**src/design/tws_pkg.sv**
```systemverilog
// shared constants and types for the three-wire serial master
package tws_pkg;

  localparam int unsigned TickW = 10;
  localparam int unsigned ByteW = 8;
  localparam int unsigned BitIdxW = 4;
  localparam int unsigned OpW = 2;
  localparam int unsigned PhaseW = 2;

  localparam logic [TickW-1:0] HalfPeriodReset = TickW'(10);

  localparam logic [OpW-1:0] OpTick = 2'd0;
  localparam logic [OpW-1:0] OpRead = 2'd1;
  localparam logic [OpW-1:0] OpWrite = 2'd2;

  localparam logic [PhaseW-1:0] PhIdle = 2'd0;
  localparam logic [PhaseW-1:0] PhLow = 2'd1;
  localparam logic [PhaseW-1:0] PhHigh = 2'd2;

  localparam logic [BitIdxW-1:0] SecondByteIdx = 4'd8;

  typedef struct packed {
    logic [PhaseW-1:0]  phase;
    logic [BitIdxW-1:0] bit_index;
    logic [ByteW-1:0]   shift_reg;
    logic [ByteW-1:0]   second_byte;
    logic               is_write;
    logic [TickW-1:0]   tick_count;
    logic [ByteW-1:0]   received_byte;
  } tws_state_t;

  // the master drives the data pin for the command byte and for write data
  function automatic logic sending(logic [BitIdxW-1:0] bit_index, logic is_write);
    sending = (bit_index < SecondByteIdx) || is_write;
  endfunction

endpackage

```
**src/design/three_wire_serial_master_core.sv**
```systemverilog
// three-wire serial master: one timing tick per input word, pin levels per output word
//
// usage:
//   the input channel carries one word per timing tick: an operation code
//   (tick, start read, start write), the command byte, the write data byte
//   and the sampled data pin level. every accepted input word yields exactly
//   one output word holding the pin levels, busy, done and the last byte read.
//   the output word is registered, valid in the cycle after input accept; a new word is
//   accepted every cycle unless the input is stalled, so the tick rate equals the clock rate
//   when neither side idles. the result register is the only stage: the input is stalled
//   only while a result is held and the receiver stalls it.
//   cfg_we_i writes the half-period register (ticks per clock half period,
//   zero acts as one); write it only while no transaction is in progress.
//   a serial bit takes two half periods, a transaction sixteen bits.
//   reset returns to idle: chip enable low, clock high, data pin released,
//   half period 10, read data zero, no output word pending.
module three_wire_serial_master_core (
  input  logic                         clk_i,
  input  logic                         rst_ni,
  input  logic                         cfg_we_i,
  input  logic [tws_pkg::TickW-1:0]    cfg_data_i,
  input  logic                         in_valid_i,
  output logic                         in_stall_o,
  input  logic [tws_pkg::OpW-1:0]      operation_i,
  input  logic [tws_pkg::ByteW-1:0]    command_i,
  input  logic [tws_pkg::ByteW-1:0]    write_data_i,
  input  logic                         io_in_i,
  output logic                         out_valid_o,
  input  logic                         out_stall_i,
  output logic                         chip_enable_o,
  output logic                         serial_clock_o,
  output logic                         io_out_o,
  output logic                         io_drive_o,
  output logic                         busy_res_o,
  output logic                         done_res_o,
  output logic [tws_pkg::ByteW-1:0]    read_data_o
);

  logic [tws_pkg::TickW-1:0] half_q;
  tws_pkg::tws_state_t       st_q, st_d;
  logic                      out_valid_q;
  logic                      accept;
  logic [tws_pkg::TickW-1:0] half_eff;
  logic [tws_pkg::TickW-1:0] tick_inc;
  logic                      period_end;
  logic                      done_d;
  logic                      active_d, drive_d;
  logic [tws_pkg::BitIdxW-1:0] idx_inc;

  logic ce_q, sclk_q, io_out_q, drive_q, busy_q, done_q;
  logic [tws_pkg::ByteW-1:0] rd_q;

  assign in_stall_o = out_valid_q && out_stall_i;
  assign accept = in_valid_i && !in_stall_o;

  assign half_eff = (half_q == '0) ? tws_pkg::TickW'(1) : half_q;
  assign tick_inc = st_q.tick_count + tws_pkg::TickW'(1);
  assign period_end = tick_inc >= half_eff;
  assign idx_inc = st_q.bit_index + tws_pkg::BitIdxW'(1);

  always_comb begin
    st_d = st_q;
    done_d = 1'b0;
    unique case (st_q.phase)
      tws_pkg::PhLow: begin
        st_d.tick_count = tick_inc;
        if (period_end) begin
          st_d.tick_count = '0;
          if (!tws_pkg::sending(st_q.bit_index, st_q.is_write)) begin
            st_d.shift_reg = {io_in_i, st_q.shift_reg[tws_pkg::ByteW-1:1]};
          end
          st_d.phase = tws_pkg::PhHigh;
        end
      end
      tws_pkg::PhHigh: begin
        st_d.tick_count = tick_inc;
        if (period_end) begin
          st_d.tick_count = '0;
          if (tws_pkg::sending(st_q.bit_index, st_q.is_write)) begin
            st_d.shift_reg = {1'b0, st_q.shift_reg[tws_pkg::ByteW-1:1]};
          end
          st_d.bit_index = idx_inc;
          if (idx_inc == tws_pkg::SecondByteIdx) begin
            st_d.shift_reg = st_q.is_write ? st_q.second_byte : '0;
            st_d.phase = tws_pkg::PhLow;
          end else if (idx_inc == '0) begin
            if (!st_q.is_write) begin
              st_d.received_byte = st_d.shift_reg;
            end
            st_d.phase = tws_pkg::PhIdle;
            done_d = 1'b1;
          end else begin
            st_d.phase = tws_pkg::PhLow;
          end
        end
      end
      default: begin
        st_d.phase = tws_pkg::PhIdle;
        if (operation_i == tws_pkg::OpRead || operation_i == tws_pkg::OpWrite) begin
          st_d.phase = tws_pkg::PhLow;
          st_d.bit_index = '0;
          st_d.shift_reg = command_i;
          st_d.second_byte = write_data_i;
          st_d.is_write = (operation_i == tws_pkg::OpWrite);
          st_d.tick_count = '0;
        end
      end
    endcase
  end

  assign active_d = (st_d.phase == tws_pkg::PhLow) || (st_d.phase == tws_pkg::PhHigh);
  assign drive_d = active_d && tws_pkg::sending(st_d.bit_index, st_d.is_write);

  always_ff @(posedge clk_i or negedge rst_ni) begin
    if (!rst_ni) begin
      half_q <= tws_pkg::HalfPeriodReset;
    end else if (cfg_we_i) begin
      half_q <= cfg_data_i;
    end
  end

  always_ff @(posedge clk_i or negedge rst_ni) begin
    if (!rst_ni) begin
      st_q <= '0;
      out_valid_q <= 1'b0;
    end else begin
      if (accept) begin
        st_q <= st_d;
        out_valid_q <= 1'b1;
      end else if (!out_stall_i) begin
        out_valid_q <= 1'b0;
      end
    end
  end

  always_ff @(posedge clk_i or negedge rst_ni) begin
    if (!rst_ni) begin
      ce_q <= 1'b0;
      sclk_q <= 1'b1;
      drive_q <= 1'b0;
      io_out_q <= 1'b0;
      busy_q <= 1'b0;
      done_q <= 1'b0;
      rd_q <= '0;
    end else if (accept) begin
      ce_q <= active_d;
      sclk_q <= (st_d.phase != tws_pkg::PhLow);
      drive_q <= drive_d;
      io_out_q <= drive_d && st_d.shift_reg[0];
      busy_q <= active_d;
      done_q <= done_d;
      rd_q <= st_d.received_byte;
    end
  end

  assign out_valid_o = out_valid_q;
  assign chip_enable_o = ce_q;
  assign serial_clock_o = sclk_q;
  assign io_out_o = io_out_q;
  assign io_drive_o = drive_q;
  assign busy_res_o = busy_q;
  assign done_res_o = done_q;
  assign read_data_o = rd_q;

  // a finished transaction leaves the link idle
  assert property (@(posedge clk_i) disable iff (!rst_ni)
    out_valid_o && done_res_o |-> !busy_res_o && serial_clock_o && !io_drive_o)
    else $error("done word with link still active");

  // the data pin is only driven inside a transaction
  assert property (@(posedge clk_i) disable iff (!rst_ni)
    out_valid_o && io_drive_o |-> chip_enable_o)
    else $error("data pin driven with chip enable low");

  // idle link keeps the clock high
  assert property (@(posedge clk_i) disable iff (!rst_ni)
    out_valid_o && !busy_res_o |-> serial_clock_o && !io_out_o)
    else $error("idle link with clock low or data driven");

  // input is held back only while a result word waits
  assert property (@(posedge clk_i) disable iff (!rst_ni)
    in_stall_o |-> out_valid_o)
    else $error("input stalled with empty result register");

  // a stalled result word stays in place
  assert property (@(posedge clk_i) disable iff (!rst_ni)
    out_valid_o && out_stall_i |=> out_valid_o && $stable(read_data_o) && $stable(busy_res_o))
    else $error("stalled result word changed");

endmodule
```
**config.mk**
```make
export PLATFORM = sky130hd
export DESIGN_NAME = three_wire_serial_master_core
export DESIGN_NICKNAME = d
export VERILOG_FILES = /design/src/design/tws_pkg.sv /design/src/design/three_wire_serial_master_core.sv
export SDC_FILE = /design/constraint.sdc
export NUM_CORES = 1
export LEC_CHECK = 0
export BUFFER_PORTS_ARGS = -buffer_cell sky130_fd_sc_hd__clkbuf_2
export CAP_MARGIN = 25
export CORE_ASPECT_RATIO = 1.5
export CORE_MARGIN = 5
export CORE_UTILIZATION = 40
export CTS_CLUSTER_DIAMETER = 60
export DETAILED_ROUTE_END_ITERATION = 10
export PLACE_DENSITY = 0.57
export SETUP_SLACK_MARGIN = 0.4
export SYNTH_ARGS = -nofsm -noshare
export SYNTH_HDL_FRONTEND = slang
export SYNTH_SLANG_ARGS = --single-unit
```
**constraint.sdc**
```tcl
create_clock -name clk_i -period 3.4 [get_ports clk_i]
set_input_delay 0.17 -clock clk_i [delete_from_list [all_inputs] [get_ports clk_i]]
set_output_delay 0.17 -clock clk_i [all_outputs]
set_load 0.05 [all_outputs]
```
-- Word level (Yosys, flattened, before mapping)
Cells that the tools add are included.
- bits in registers: 57
- latch bits: 0
- memories: 0
- output and inout bits: 16
- memory bits (writable): 0
- bits in read-only memories: 0
- bitwise logic cells: 3
- add/subtract/negate cells: 2
- muxes and demuxes: 27
- shifts and indexed selects: 0
- reductions and logical operators: 17
- multipliers: 0
- div/mod/pow operators: 0
- eq/ne operators: 12
- magnitude comparators: 3
- operator list (operator ; count):
    2-to-1 mux 8 bit ; 8
    2-to-1 mux 32 bit ; 1
    2-to-1 mux 10 bit ; 2
    one-hot mux 10 bit (2 select lines) ; 1
    2-to-1 mux 18 bit ; 1
    one-hot mux 8 bit (2 select lines) ; 1
    2-to-1 mux 14 bit ; 1
    adder 10 x 1 -> 10 bit (second input constant) ; 1
    greater-or-equal comparator 10 bit ; 1
    logical NOT 10 bit ; 1
    < comparator 4 bit (second input constant) ; 2
    2-to-1 mux 1 bit ; 8
    one-hot mux 4 bit (2 select lines) ; 1
    equality test 2 x 1 -> 1 bit (second input constant) ; 3
    equality test 2 bit (second input constant) ; 3
    inequality test 2 bit (second input constant) ; 3
    AND reduction 6 bit ; 1
    AND reduction 5 bit ; 1
    adder 4 x 1 -> 4 bit (second input constant) ; 1
    equality test 4 bit (second input constant) ; 1
    logical AND 1 bit ; 4
    logical NOT 4 bit ; 1
    logical OR 1 bit ; 4
    2-to-1 mux 2 bit ; 2
    8 further kinds ; 11

-- Longest topological paths before layout
- word-level depth: 10
- mapped depth: 20
- mapped depth without buffers: 18

-- Least setup slack after synthesis
No wires, ideal clock.
- kind: register to register
- from: reg st_q[8] (netlist name)
- to: reg io_out_q (netlist: io_out_o)
- buffers on the path: 2
- stages on the path, launching flop included: 21
- clock period less this slack: 3.764 ns
- required time: 3.318 ns
- arrival time: 3.682 ns
- path slack: -0.364 ns
- setup time: 0.082 ns
- cell sequence: dfrtp_1 > ha_1 > and3_1 > and3_1 > nand3_1 > xnor2_1 > ha_1 > nand4_1 > o22a_1 > o31a_1 > buf_2 > nand2_1 > buf_2 > nand3_1 > a22oi_1 > ha_1 > a211oi_1 > o21ai_1 > nor3_1 > o31ai_1 > a31oi_1
- RTL lines (item ; line ; text):
    from (decl) ; three_wire_serial_master_core.sv:40 ; tws_pkg::tws_state_t st_q, st_d;
    from (signal assigned) ; three_wire_serial_master_core.sv:128 ; st_q <= st_d;
    to (signal assigned) ; three_wire_serial_master_core.sv:149 ; io_out_q <= drive_d && st_d.shift_reg[0];
    to (decl) ; three_wire_serial_master_core.sv:50 ; logic ce_q, sclk_q, io_out_q, drive_q, busy_q, done_q;

==> flow_metrics.tcl <==
set metrics [dict create \
    status "complete, but fails checks" \
    violations "setup timing" \
    drcViolationCount 0 \
    fmax_mhz 279.0 \
    die-area_sq_um 10740 \
    ys_seq_area_frac 0.4095 \
    yosysMostFrequentCell "dfrtp_1" \
    reg2reg_depth 19 \
    synthCells 357 \
    rr_endpoint "io_out_o$_DFFE_PN0P_" \
    grt_max_degree 31 \
    ioPinCount 50 \
    cts-htree-levels 3 \
    finalSetupViolCount 9 \
    hold_slack_ns 0.04808 \
    nets 499 \
    cts_buffer_depth 2 \
    peakVddDrop_mv 0.3535 \
    ant_nets 0 \
    rows 41 \
    synth_nets 408 \
    hold_violations 0 \
    die_h_microns 124.4 \
    drv_cap 0 \
    p_per_area_nw_per_um2 609.6 \
    fin_total_pwr_w 0.002907 \
    vias_per_cell 5.668 \
    ys_ff_latch 57 \
    io_buffers 49 \
    synth_commonest_cells "dfrtp_1, nand2_1, o21ai_0" \
    crit_path_end "io_out_o$_DFFE_PN0P_" \
    cts_tree "done" \
    yosys_warnings 0 \
    synth_top_area_frac 0.3870 \
    n_antenna_cell 0 \
    drv_slew 0 \
    drt_first_pass_iters 4 \
    numCtsBuffers 9 \
    syn-cell-area_sq_um 3492 \
    r2r_slack_ns -0.18 \
    wl_microns 9828 \
    period_share 1.054 \
    vias 3174 \
    path_class "flip-flop to flip-flop" \
    drt_iter0_drc 194 \
    rsz0062_at_grt "true" \
    end_kind "flip-flop" \
    worstReg2RegStart "st_q[8]$_DFFE_PN0P_" \
    ys_types 63 \
    clk_latency_ns 0.34 \
    gp_congestion 0.8816 \
    yosysTopAreaCell "dfrtp_1" \
    core_sq_um 8464 \
    synth-main-ff-cell "dfrtp_1" \
    cp.required_ns 3.66 \
    layout_setup_ws_ns -0.1836 \
    start_util 0.4126 \
    clk_pin_slew_ns 0.05 \
    startpoint_type "flip-flop" \
    avgSynthCellArea_sq_um 9.782 \
    worst_pin_slew_ns 0.9430 \
    p_leak_nw 2.172 \
    clock-sinks 57 \
    grt.overflow.total 0 \
    wl_per_cell_microns 17.55 \
    worstPathArrival_ns 3.84 \
    syn_to_final_growth_pct 36.58 \
    async_flop_share 1.000 \
    grt_pass1_vias 3467 \
    synthTopCellsByArea "dfrtp_1, ha_1, nand2_1" \
    fin_worst_skew_ns 0.006880 \
    synth_edf_count 0 \
    hp-class "primary input to flip-flop" \
    antenna_found_initial 0 \
    cts-root-buf "clkbuf_16" \
    die_width_microns 86.29 \
    relSlewSlack 0.3699 \
    num-fill-cells 740 \
    post-dp-hpwl_microns 6975 \
    grtUsageTotal 0.1911 \
    grt_pass1_wl_microns 16320 \
    period_minus_slack_ns 3.584 \
    startpoint "st_q[8]$_DFFE_PN0P_" \
    drive_above_1_share 0.4172 \
    path_max_fanout 3 \
]
worst min path at each step:
| stage | start | to | slack (ns) | cells past startpoint |
|---|---|---|---|---|
| final | cfg_data_i[1] | half_q[1]$_DFFE_PN1P_ | 0.05 | 3 |
| after global routing | cfg_data_i[9] | half_q[9]$_DFFE_PN0P_ | 0.06 | 3 |
| after CTS | cfg_data_i[1] | half_q[1]$_DFFE_PN1P_ | 0.04 | 3 |
| after detailed placement | rst_ni | st_q[14]$_DFFE_PN0P_ | 0.29 | 1 |
| after global placement | rst_ni | st_q[9]$_DFFE_PN0P_ | 0.28 | 1 |
| after floorplan | rst_ni | busy_res_o$_DFFE_PN0P_ | -0.13 | 0 |
final cells by class:
type / instances / area [sq um] / area share
multi-input combinational: 254 / 2087 / 0.4376
inverter: 18 / 67.56 / 0.01417
clock inverter: 5 / 77.57 / 0.01626
tap: 107 / 133.9 / 0.02807
sequential: 57 / 1430 / 0.2998
timing repair buffer: 108 / 720.7 / 0.1511
clock buffer: 11 / 252.7 / 0.05299
what timing repair did:
action | 4_1_cts | 5_1_grt
hold buffers | 1 | 0
gates resized for setup | 33 | 16
endpoints found under the hold margin | 28 | 0
cloned | 1 | 0
pin swaps | 32 | 4
setup buffers | 15 | 3
setup endpoints to repair | 33 | 37
cells in the final DEF, fill, tap and decap left out, drive strengths merged, types with 3 or more instances in the layout:
master,instances
o211ai,6
and2,3
a211oi,6
mux2,11
dfrtp,54
nor2b,5
xnor2,3
dfstp,3
nor3b,3
nor2,5
ha,17
mux2i,9
o31ai,11
nand2b,4
a21oi,7
a22o,8
a32oi,8
nand3,16
inv,18
buf,58
nand2,35
a31oi,10
o22a,6
xor2,5
nor3,14
clkbuf,60
or2,4
a21o,4
o21ai,23
and3,3
nand4,4
power by group:
group          leakage [nW]  internal [W]  total [W]  switching, W
logic                  1.30      0.000387   0.000909      0.000522
registers             0.706      0.000842    0.00100      0.000162
clock network         0.162      0.000677   0.000993      0.000316
total                  2.17       0.00191    0.00291       0.00100
metrics by stage:
step	utilization	TNS [ns]	instance area (sq um)	cells	setup WS (ns)
after floorplan	-	-0.2995	3545	357	-0.2134
after global placement	0.4773	-0.3841	4040	524	-0.2104
after detailed placement	0.4773	-0.7429	4040	524	-0.3989
after CTS	0.5503	-0.1477	4658	557	-0.1010
after global routing	0.5635	-4.090	4770	560	-0.4179
final	0.5635	-0.7296	4770	560	-0.1836
per-layer routing:
| metal | up-vias | share of wire | GRT usage |
|---|---|---|---|
| met1 | 1542 | 0.39 | 0.2113 |
| met5 | - | 0 | 0 |
| met4 | 0 | 0.045 | 0.1248 |
| met3 | 31 | 0.036 | 0.02780 |
| li1 | 1513 | - | - |
| met2 | 88 | 0.52 | 0.3312 |
flip-flops by register name (all words and copies together) (netlist names):
register,flops
io_out_o,1
st_q,33
done_res_o,1
io_drive_o,1
busy_res_o,1
half_q,10
out_valid_o,1
serial_clock_o,1
read_data_o,8
cells by family (layout without fill, tap and decap cells):
family / after synthesis / after routing / synth area share
compound gates: 109 / 109 / 0.2350
fa+ha+maj: 17 / 17 / 0.06091
buf+inv: 46 / 142 / 0.06628
simple gates: 100 / 100 / 0.1469
flops: 57 / 57 / 0.4095
mux: 20 / 20 / 0.06127
xor+xnor: 8 / 8 / 0.02007
worst max-delay path, stage by stage (launching register included):
cell,delay (ns)
dfrtp_1,0.38
buf_6,0.12
nand3_2,0.08
nor2_2,0.14
and3_4,0.22
nand3_2,0.10
xnor2_2,0.17
ha_1,0.31
nand4_1,0.16
buf_4,0.20
o31a_1,0.30
nand2_4,0.10
nand3_4,0.08
a22oi_2,0.18
ha_4,0.23
a211oi_2,0.21
o21ai_1,0.11
nor3_2,0.18
o31ai_1,0.10
a31oi_1,0.14
(Power assumes the default switching activity.)
